$ cat config.mk
export PLATFORM = sky130hd
export DESIGN_NAME = key_debounce_long_press_unit
export DESIGN_NICKNAME = d
export VERILOG_FILES = /design/src/sv/kdlp_pkg.sv /design/src/sv/kdlp_lane.sv /design/src/sv/kdlp_merge.sv /design/src/sv/key_debounce_long_press_unit.sv
export SDC_FILE = /design/constraint.sdc
export NUM_CORES = 2
export LEC_CHECK = 0
export BUFFER_PORTS_ARGS = -buffer_cell sky130_fd_sc_hd__buf_2
export CAP_MARGIN = 30
export CORE_ASPECT_RATIO = 1.2
export CORE_MARGIN = 2
export CORE_UTILIZATION = 50
export CTS_BUF_LIST = sky130_fd_sc_hd__clkbuf_8
export DETAILED_ROUTE_END_ITERATION = 10
export PLACE_DENSITY_LB_ADDON = 0.25
export SKIP_LAST_GASP = 1
export SLEW_MARGIN = 30
export SYNTH_ARGS = -nofsm -noshare
export SYNTH_HDL_FRONTEND = slang
export SYNTH_SLANG_ARGS = --single-unit
$ cat constraint.sdc
create_clock -name clk_i -period 21.2 [get_ports clk_i]
set_input_delay 3.18 -clock clk_i [delete_from_list [all_inputs] [get_ports clk_i]]
set_output_delay 3.18 -clock clk_i [all_outputs]
set_load 0.02 [all_outputs]
$ cat src/sv/kdlp_pkg.sv
// ----------------------------------------------------------------------------
// kdlp_pkg
// Shared types and constants for the key debounce and long-press unit.
// ----------------------------------------------------------------------------
package kdlp_pkg;

  localparam int unsigned TIME_W  = 64;
  localparam int unsigned MS_W    = 16;
  localparam int unsigned KSEL_W  = 2;
  localparam int unsigned LEVEL_W = 4;
  localparam int unsigned EVT_W   = 3;

  localparam logic [EVT_W-1:0] EVT_NONE = 3'd0;
  localparam logic [EVT_W-1:0] EVT_LONG = 3'd5;

  localparam logic [MS_W-1:0]   DEBOUNCE_RST  = 16'd30;
  localparam logic [MS_W-1:0]   LONG_MS_RST   = 16'd800;
  localparam logic [KSEL_W-1:0] LONG_KEY_RST  = 2'd1;

  localparam logic [1:0] REG_DEBOUNCE = 2'd0;
  localparam logic [1:0] REG_LONG_MS  = 2'd1;
  localparam logic [1:0] REG_LONG_KEY = 2'd2;

  typedef struct packed {
    logic              raw;
    logic              stable;
    logic              fired;
    logic [TIME_W-1:0] change_time;
    logic [TIME_W-1:0] press_time;
  } key_state_t;

  typedef struct packed {
    logic short_hit;
    logic long_hit;
  } lane_evt_t;

endpackage

$ cat src/sv/kdlp_lane.sv
// ----------------------------------------------------------------------------
// kdlp_lane
// Per-key debounce, press timing and long-press detection for one word.
// ----------------------------------------------------------------------------
module kdlp_lane #(
  parameter int unsigned LANE_IDX = 0
) (
  input  logic [kdlp_pkg::TIME_W-1:0] now_i,
  input  logic                        down_i,
  input  logic [kdlp_pkg::MS_W-1:0]   debounce_i,
  input  logic [kdlp_pkg::MS_W-1:0]   long_ms_i,
  input  logic [kdlp_pkg::KSEL_W-1:0] long_key_i,
  input  kdlp_pkg::key_state_t        state_i,
  output kdlp_pkg::key_state_t        state_o,
  output kdlp_pkg::lane_evt_t         evt_o
);
  import kdlp_pkg::*;

  logic              changed;
  logic              accept;
  logic              press_acc;
  logic              fired_mid;
  logic              is_long_key;
  logic              deb_ok;
  logic              long_ok;
  logic [TIME_W-1:0] el_change;
  logic [TIME_W-1:0] el_press;

  assign changed   = down_i != state_i.raw;
  assign el_change = changed ? '0 : (now_i - state_i.change_time);
  assign deb_ok    = (el_change[TIME_W-1:MS_W] != '0) || (el_change[MS_W-1:0] >= debounce_i);
  assign accept    = deb_ok && (down_i != state_i.stable);
  assign press_acc = accept && down_i;
  assign fired_mid = press_acc ? 1'b0 : state_i.fired;
  assign el_press  = press_acc ? '0 : (now_i - state_i.press_time);
  assign long_ok   = (el_press[TIME_W-1:MS_W] != '0) || (el_press[MS_W-1:0] >= long_ms_i);

  if (LANE_IDX < (1 << KSEL_W)) begin : g_sel
    assign is_long_key = long_key_i == LANE_IDX[KSEL_W-1:0];
  end else begin : g_nosel
    assign is_long_key = 1'b0;
  end

  always_comb begin
    evt_o.short_hit = accept && !down_i && !state_i.fired;
    evt_o.long_hit  = !evt_o.short_hit && is_long_key && (accept ? down_i : state_i.stable) &&
                      !fired_mid && long_ok;
    state_o.raw         = down_i;
    state_o.change_time = changed ? now_i : state_i.change_time;
    state_o.stable      = accept ? down_i : state_i.stable;
    state_o.press_time  = press_acc ? now_i : state_i.press_time;
    state_o.fired       = evt_o.long_hit ? 1'b1 : fired_mid;
  end

endmodule

$ cat src/sv/kdlp_merge.sv
// ----------------------------------------------------------------------------
// kdlp_merge
// Pick the lowest key with an event, form its code and the commit mask.
// ----------------------------------------------------------------------------
module kdlp_merge #(
  parameter int unsigned NUM_KEYS = 4
) (
  input  kdlp_pkg::lane_evt_t         evt_i [NUM_KEYS],
  output logic [NUM_KEYS-1:0]         commit_o,
  output logic [kdlp_pkg::EVT_W-1:0]  code_o
);
  import kdlp_pkg::*;

  logic found;

  always_comb begin
    found    = 1'b0;
    code_o   = EVT_NONE;
    commit_o = '0;
    for (int i = 0; i < NUM_KEYS; i++) begin
      commit_o[i] = !found;
      if (!found && evt_i[i].short_hit) begin
        code_o = EVT_W'(i + 1);
        found  = 1'b1;
      end else if (!found && evt_i[i].long_hit) begin
        code_o = EVT_LONG;
        found  = 1'b1;
      end
    end
  end

endmodule

$ cat src/sv/key_debounce_long_press_unit.sv
// ----------------------------------------------------------------------------
// key_debounce_long_press_unit
// Debounces active-low keys and reports short and long presses per word.
// ----------------------------------------------------------------------------
// Usage:
//   Input channel (in_valid_i/in_ready_o) carries a word of now_ms_i and
//   key_levels_i. Each accepted word yields exactly one output word on
//   out_valid_o/out_ready_i with event_res_o (0 none, 1..4 short press of
//   key 0..3, 5 long press).
//   The result is registered at the edge that accepts the word. Throughput
//   is one word per cycle unless the output stalls; all keys are evaluated in
//   parallel lanes and the lowest key with an event wins in one merge step.
//   in_ready_o stays high while the output register is empty or being
//   drained, so a stalled receiver holds back at most one pending result.
//   The APB port sets debounce time, long-press time and long-press key at
//   byte addresses 0, 4 and 8; pready is always high.
//   Reset clears all key state and loads the default register values.
// ----------------------------------------------------------------------------
module key_debounce_long_press_unit #(
  parameter int unsigned NUM_KEYS = 4
) (
  input  logic                          clk_i,
  input  logic                          rst_ni,
  input  logic                          in_valid_i,
  output logic                          in_ready_o,
  input  logic [kdlp_pkg::TIME_W-1:0]   now_ms_i,
  input  logic [kdlp_pkg::LEVEL_W-1:0]  key_levels_i,
  output logic                          out_valid_o,
  input  logic                          out_ready_i,
  output logic [kdlp_pkg::EVT_W-1:0]    event_res_o,
  input  logic                          psel,
  input  logic                          penable,
  input  logic                          pwrite,
  input  logic [3:0]                    paddr,
  input  logic [31:0]                   pwdata,
  output logic [31:0]                   prdata,
  output logic                          pready
);
  import kdlp_pkg::*;

  logic [MS_W-1:0]   debounce_q;
  logic [MS_W-1:0]   long_ms_q;
  logic [KSEL_W-1:0] long_key_q;
  logic              cfg_we;

  key_state_t        state_q [NUM_KEYS];
  key_state_t        state_d [NUM_KEYS];
  lane_evt_t         evt     [NUM_KEYS];
  logic [NUM_KEYS-1:0] commit;
  logic [EVT_W-1:0]  code;

  logic              out_valid_q;
  logic              out_valid_d;
  logic [EVT_W-1:0]  event_q;
  logic              in_fire;

  assign pready = 1'b1;
  assign cfg_we = psel && penable && pwrite && pready;

  always_comb begin
    unique case (paddr[3:2])
      REG_DEBOUNCE: prdata = {16'd0, debounce_q};
      REG_LONG_MS:  prdata = {16'd0, long_ms_q};
      REG_LONG_KEY: prdata = {30'd0, long_key_q};
      default:      prdata = '0;
    endcase
  end

  always_ff @(posedge clk_i or negedge rst_ni) begin
    if (!rst_ni) begin
      debounce_q <= DEBOUNCE_RST;
      long_ms_q  <= LONG_MS_RST;
      long_key_q <= LONG_KEY_RST;
    end else if (cfg_we) begin
      unique case (paddr[3:2])
        REG_DEBOUNCE: debounce_q <= pwdata[MS_W-1:0];
        REG_LONG_MS:  long_ms_q  <= pwdata[MS_W-1:0];
        REG_LONG_KEY: long_key_q <= pwdata[KSEL_W-1:0];
        default: ;
      endcase
    end
  end

  assign in_ready_o = !out_valid_q || out_ready_i;
  assign in_fire    = in_valid_i && in_ready_o;

  for (genvar k = 0; k < NUM_KEYS; k++) begin : g_lane
    logic down;
    if (k < LEVEL_W) begin : g_pin
      assign down = !key_levels_i[k];
    end else begin : g_nopin
      assign down = 1'b0;
    end

    kdlp_lane #(
      .LANE_IDX (k)
    ) u_lane (
      .now_i      (now_ms_i),
      .down_i     (down),
      .debounce_i (debounce_q),
      .long_ms_i  (long_ms_q),
      .long_key_i (long_key_q),
      .state_i    (state_q[k]),
      .state_o    (state_d[k]),
      .evt_o      (evt[k])
    );

    always_ff @(posedge clk_i or negedge rst_ni) begin
      if (!rst_ni) begin
        state_q[k] <= '0;
      end else if (in_fire && commit[k]) begin
        state_q[k] <= state_d[k];
      end
    end
  end

  kdlp_merge #(
    .NUM_KEYS (NUM_KEYS)
  ) u_merge (
    .evt_i    (evt),
    .commit_o (commit),
    .code_o   (code)
  );

  assign out_valid_d = in_fire ? 1'b1 : (out_valid_q && !out_ready_i);

  always_ff @(posedge clk_i or negedge rst_ni) begin
    if (!rst_ni) begin
      out_valid_q <= 1'b0;
    end else begin
      out_valid_q <= out_valid_d;
    end
  end

  always_ff @(posedge clk_i) begin
    if (in_fire) begin
      event_q <= code;
    end
  end

  assign out_valid_o = out_valid_q;
  assign event_res_o = event_q;

endmodule

Word-level counts from Yosys, hierarchy flattened --
Index checks and enable logic that the tools add are counted.
Word-level totals: register bits 562, input bits 111, logic and storage cells 187
Cells by class: $add $sub $neg 8, order comparisons 8, equal/unequal tests 13, muxes and demuxes 35, reductions and logical operators 97
Operators with widths (number):
- $mux 64 | 8
- $sub 64x64->64 | 8
- $reduce_bool 48->1 | 8
- $ge 16x16->1 | 8
- $pmux 16 s3 | 1
- $logic_and 1x1->1 | 45
- $reduce_and 2->1 | 11
- $logic_not 1->1 | 21
- $mux 1 | 20
- $mux 3 | 6
- $logic_or 1x1->1 | 9
- $ne 1x1->1 | 8
- $eq 2x2->1 const B | 3
- $eq 2x1->1 const B | 2
- $logic_not 2->1 | 2
- $reduce_or 2->1 | 1

Depth between registers and ports, before layout --
word-level depth 26, mapped depth 42

By module --
A second synthesis with hierarchy kept.
Second synthesis, totals: cell total of the unflattened synthesis 9065, area, all modules 70732.8 um^2
Modules (own cells, without submodules):
- key_debounce_long_press_unit | times used 1, cells each 1253, area each 22845.7 um^2, seq. area each 14088.5 um^2
- kdlp_lane at g_lane[2].u_lane | times used 1, cells each 1960, area each 12395.6 um^2, seq. area each 0.0 um^2
- kdlp_lane at g_lane[0].u_lane | times used 1, cells each 1972, area each 12004.0 um^2, seq. area each 0.0 um^2
- kdlp_lane at g_lane[1].u_lane | times used 1, cells each 1955, area each 11707.5 um^2, seq. area each 0.0 um^2
- kdlp_lane at g_lane[3].u_lane | times used 1, cells each 1910, area each 11676.2 um^2, seq. area each 0.0 um^2
- kdlp_merge | times used 1, cells each 15, area each 103.8 um^2, seq. area each 0.0 um^2

Worst setup path before layout --
OpenSTA, ideal clock, no wires.
kind input to register, start in now_ms_i[0] (netlist bit), end reg state_q[100] (netlist bit), setup time 0.125 ns, data arrival time 10.698 ns, required time 21.075 ns, slack 10.377 ns, stages 36, path buffers 3, cell sequence inv_1 ha_1 fa_1 nand2b_1 a21oi_1 o211ai_1 a2111o_1 o211ai_1 xor2_1 or4_1 or4_1 nor3_1 nand4_1 or2_1 nand2_1 a211o_1 clkbuf_1 and2_1 ha_1 a21o_1 a21o_1 a21oi_1 o21ai_0 a21oi_1 o211ai_1 nor4_1 o2111a_1 nand4_1 or4_1 nor4_1 a41o_1 o221a_2 and4_4 buf_6 buf_12 mux2_4
On the way: cells in the longest elaborated chain, start to end 25, elaborated cells between the ends (all ways) 81, classes of those cells add/sub: 6; order compare: 6; mux: 18; reduce/logical: 51
Ends and longest elaborated chain:
- from (decl) | RTL line key_debounce_long_press_unit.sv:26 | input logic [kdlp_pkg::TIME_W-1:0] now_ms_i,
- branches (longest 21 deep; another with $sub 64x64->64)
- $mux 1 (*) | RTL line kdlp_merge.sv:22 | if (!found && evt_i[i].short_hit) begin
- $logic_not 1->1 (*) | RTL line kdlp_merge.sv:21 | commit_o[i] = !found;
- $logic_and 1x1->1 (*) | RTL line key_debounce_long_press_unit.sv:111 | end else if (in_fire && commit[k]) begin
- $reduce_and 2->1 (no line) (*)
- to (signal, indexed assignment) | RTL line key_debounce_long_press_unit.sv:112 | state_q[k] <= state_d[k];
- to (decl) | RTL line key_debounce_long_press_unit.sv:46 | key_state_t state_q [NUM_KEYS];
Every way passes the cells marked *. A chain may end at the register's enable or synchronous reset.

Final worst setup path --
start in now_ms_i[1] (netlist bit), end reg state_q[166] (netlist bit)
On the way: cells in the longest elaborated chain, start to end 21, elaborated cells between the ends (all ways) 61, classes of those cells add/sub: 5; order compare: 5; mux: 13; reduce/logical: 38
Ends and longest elaborated chain:
- branches (longest 20 deep; another with $sub 64x64->64)
- $reduce_and 2->1 (no line) (*)
Marks and branches as above.

==> impl_summary.txt <==
----------------------------------------------------
[Setup path]
  Slowest cell on crit path ... nand4_4
  Startpoint-to-endpoint class of the critical path ... in2reg
  Sort of element at the start of the critical path ... input port
  Type of element capturing the critical path ... register
  Largest driver fanout on the critical path ... 63
  Data arrival time at the worst-slack endpoint ... 15.73 ns
  Delay of the slowest critical-path stage ... 0.79 ns
  Worst endpoint required time ... 21.91 ns

[Die]
  Placeable core region ... 0.123 mm^2
  Num rows ... 141
  Io pins ... 149
  DIE WIDTH ... 326 um
  Die area ... 0.128 mm^2
  Initial core utilization ... 0.505
  Die Span Y ... 391 um

[Clock tree]
  Resized cells post-CTS ... 0
  Clock transition at the register clock pins on the worst setup and hold paths after CTS ... 0.06 ns
  Largest buffer count on any clock path ... 3
  Sink count of the clock tree ... 562
  Master cell of the clock root buffer ... clkbuf_8
  Clock tree from TritonCTS ... done
  Hold-fix buffers at CTS ... 0
  Maximum level of the CTS H-tree ... 3
  Post-CTS setup-driven buffer insertion count ... 0
  Total CTS buffers ... 105
  Later-pin clock latency in the skew report ... 0.87 ns

[Power and ir drop]
  Leakage Power ... 30.2 nW
  Post-route total power ... 11.0 mW
  Power density over the cells ... 164 mW/mm^2
  Worst vdd ir ... 0.0876 mV

[STA]
  Worst-Margin Slew ... 1.10 ns
  Slew Viols, Final ... 0
  Setup ws final ... 6.17 ns
  Worst-case hold slack ... 0.482 ns
  Final Hold Violating Endpoints ... 0
  Max_slew headroom ... 0.258
  Number of failing setup endpoints in the final timing report ... 0
  RSZ-0062 raised after global routing ... false
  Share of the clock period used by the worst path ... 0.709
  Peak clock frequency supported by timing ... 0.0666 GHz
  Setup skew after layout ... 0.0658 ns
  Setup Total Neg Slack ... 0 ns
  Minimum clock period ... 15.03 ns

[Route]
  Average routed wire per standard cell ... 28.2 um
  Number of nets with antenna violations after routing ... 0
  Total number of vias ... 62900
  DRC Markers ... 0
  Iteration-0 DRC Markers ... 5911
  Length of the first detailed-routing pass in iterations ... 6
  Via count normalized by instance count ... 6.53
  Final routed wirelength across all metal layers ... 272000 um

[Layout]
  Layout net count ... 8632
  Non-filler instance count after layout ... 9635
  Area added between synthesis and finish ... 7.47%
  Share of post-route cells with drive strength above 1 ... 0.114
  Commonest non-fill, non-tap cell in the layout ... inv_1
  Core occupancy in the finished layout ... 0.543
  Final non-filler cell area ... 0.0670 mm^2
  Commonest cells after routing, fill and taps aside ... 715 x inv_1, 708 x nand2_1, 703 x a21oi_1

[Place]
  DP Worst Slack ... 5.79 ns
  Half-perimeter wire length after placement ... 216000 um
  Cell area reported after detailed placement ... 0.0645 mm^2
  Cell count after placement ... 9418
  Buffers added on ports ... 113
  Final weighted congestion in routability-driven placement ... 1.05

[Global route]
  Antenna violations before repair ... 43
  Number of global-route vias before repair ... 60000
  Overflow after GRT ... 0
  Total Routing Usage GR ... 0.416
  Global-route wire length before repair ... 397000 um
  Pin count of the biggest net entering global routing ... 128

[Synthesis]
  Share of synthesized area occupied by flip-flops and latches ... 0.226
  Top flip-flop cell by instance count after synthesis ... dfrtp_1
  Area contributors post-synth ... dfrtp_1 22%, ha_1 13%, a21oi_1 5.6%, o21ai_0 4.5%, nand2_1 4.3%
  Library cell with the largest summed area after synthesis ... dfrtp_1
  Per-instance average area after synthesis ... 7.91 um^2
  Flop and latch count out of synthesis ... 562
  Post-synthesis cell count ... 7878
  Number of warnings reported in the yosys synthesis log ... 0
  Number of flops mapped to enable cells by yosys ... 3
  Share of flip-flops with an asynchronous set or reset ... 0.995
  Synth top area share ... 0.221
  Number of library cell types mapped by synthesis ... 107
  Cell Area, Synth ... 0.0623 mm^2

[Hold path]
  Worst min-delay path category ... reg2reg

[Flow run]
  Max cap viols ... 0

[Run status]
  Status ... finished clean

----------------------------------------------------
[report_power, final]
part           switching [mW]  internal [mW]  leakage [nW]
clock network           0.572          0.683          1.31
registers               0.233           1.56          6.83
logic                    4.94           3.00          22.0
[layout make-up]
class,count,area [um^2]
clock buffer,123,1690
multi-input combinational,6249,44000
fill,11900,56500
antenna,19,47.5
clock inverter,75,724
inverter,690,2590
sequential,562,14100
timing repair buffer,273,1830
tap,1644,2060
[flip-flops by register name, summed over array words and instances, names as in the netlist]
| name | count |
|---|---|
| long_ms_q | 16 |
| event_res_o | 3 |
| out_valid_o | 1 |
| long_key_q | 2 |
| debounce_q | 16 |
| state_q | 524 |
[cells by family (layout without fill, tap and decap cells)]
kind of cell    after synthesis  count (layout)  share of synthesized area
fa+ha+maj                   640             640                      0.129
other cells                   2              36                   0.000120
buf+inv                    1082            1161                     0.0711
flops                       562             562                      0.226
compound gates             2445            2445                      0.252
mux                         490             490                     0.0966
xor+xnor                    292             292                     0.0410
simple gates               2365            2365                      0.184
[synth_stat cells (48+ instances only)]
library cell and number:
ha_1 632, mux2_1 60, a21o_1 194, inv_1 689
and2_1 48, nand4_1 228, mux2_4 159, nand2b_1 68
nor4_1 72, o31ai_1 55, or3_1 56, nor3_1 160
o211ai_1 84, o21bai_1 87, mux2i_1 74, nor2_1 567
a31oi_1 77, o21a_1 122, clkbuf_1 314, nor2b_1 48
xor2_1 130, o21ai_0 565, nand3_1 207, nand2_1 710
xnor2_1 162, dfrtp_1 551, mux2_2 197, a211oi_1 94
a21oi_1 703
[worst max-delay path, delay by kind of cell]
family,cells,cell delay (ns)
AO/OA/AOI/OAI,14,4.83
multiplexers,1,0.38
buffers and inverters,5,2.27
AND/OR/NAND/NOR,13,4.09
adder cells (fa/ha/maj),2,0.89
[routing by layer]
layer	vias up	routed length [um]	part of all wire	GRT usage
li1	28900	-	-	-
met1	30400	105000	0.38	0.495
met2	2824	117000	0.43	0.638
met3	803	25500	0.094	0.108
met4	38	25100	0.092	0.332
met5	-	251	0.00092	0
[final timing paths]
kind	start	endpoint	slack, ns	cells after the start
setup / recovery	now_ms_i[1]	state_q[166]	6.17	35
hold / removal	state_q[229]	state_q[229]	0.48	1
setup reg to reg	state_q[457]	state_q[166]	9.11	33
hold reg to reg	state_q[229]	state_q[229]	0.48	1
max in group asynchronous	rst_ni	state_q[148]	16.18	4
min in group asynchronous	rst_ni	state_q[46]	2.35	1
No activity file was read; power rests on OpenSTA's default activity.
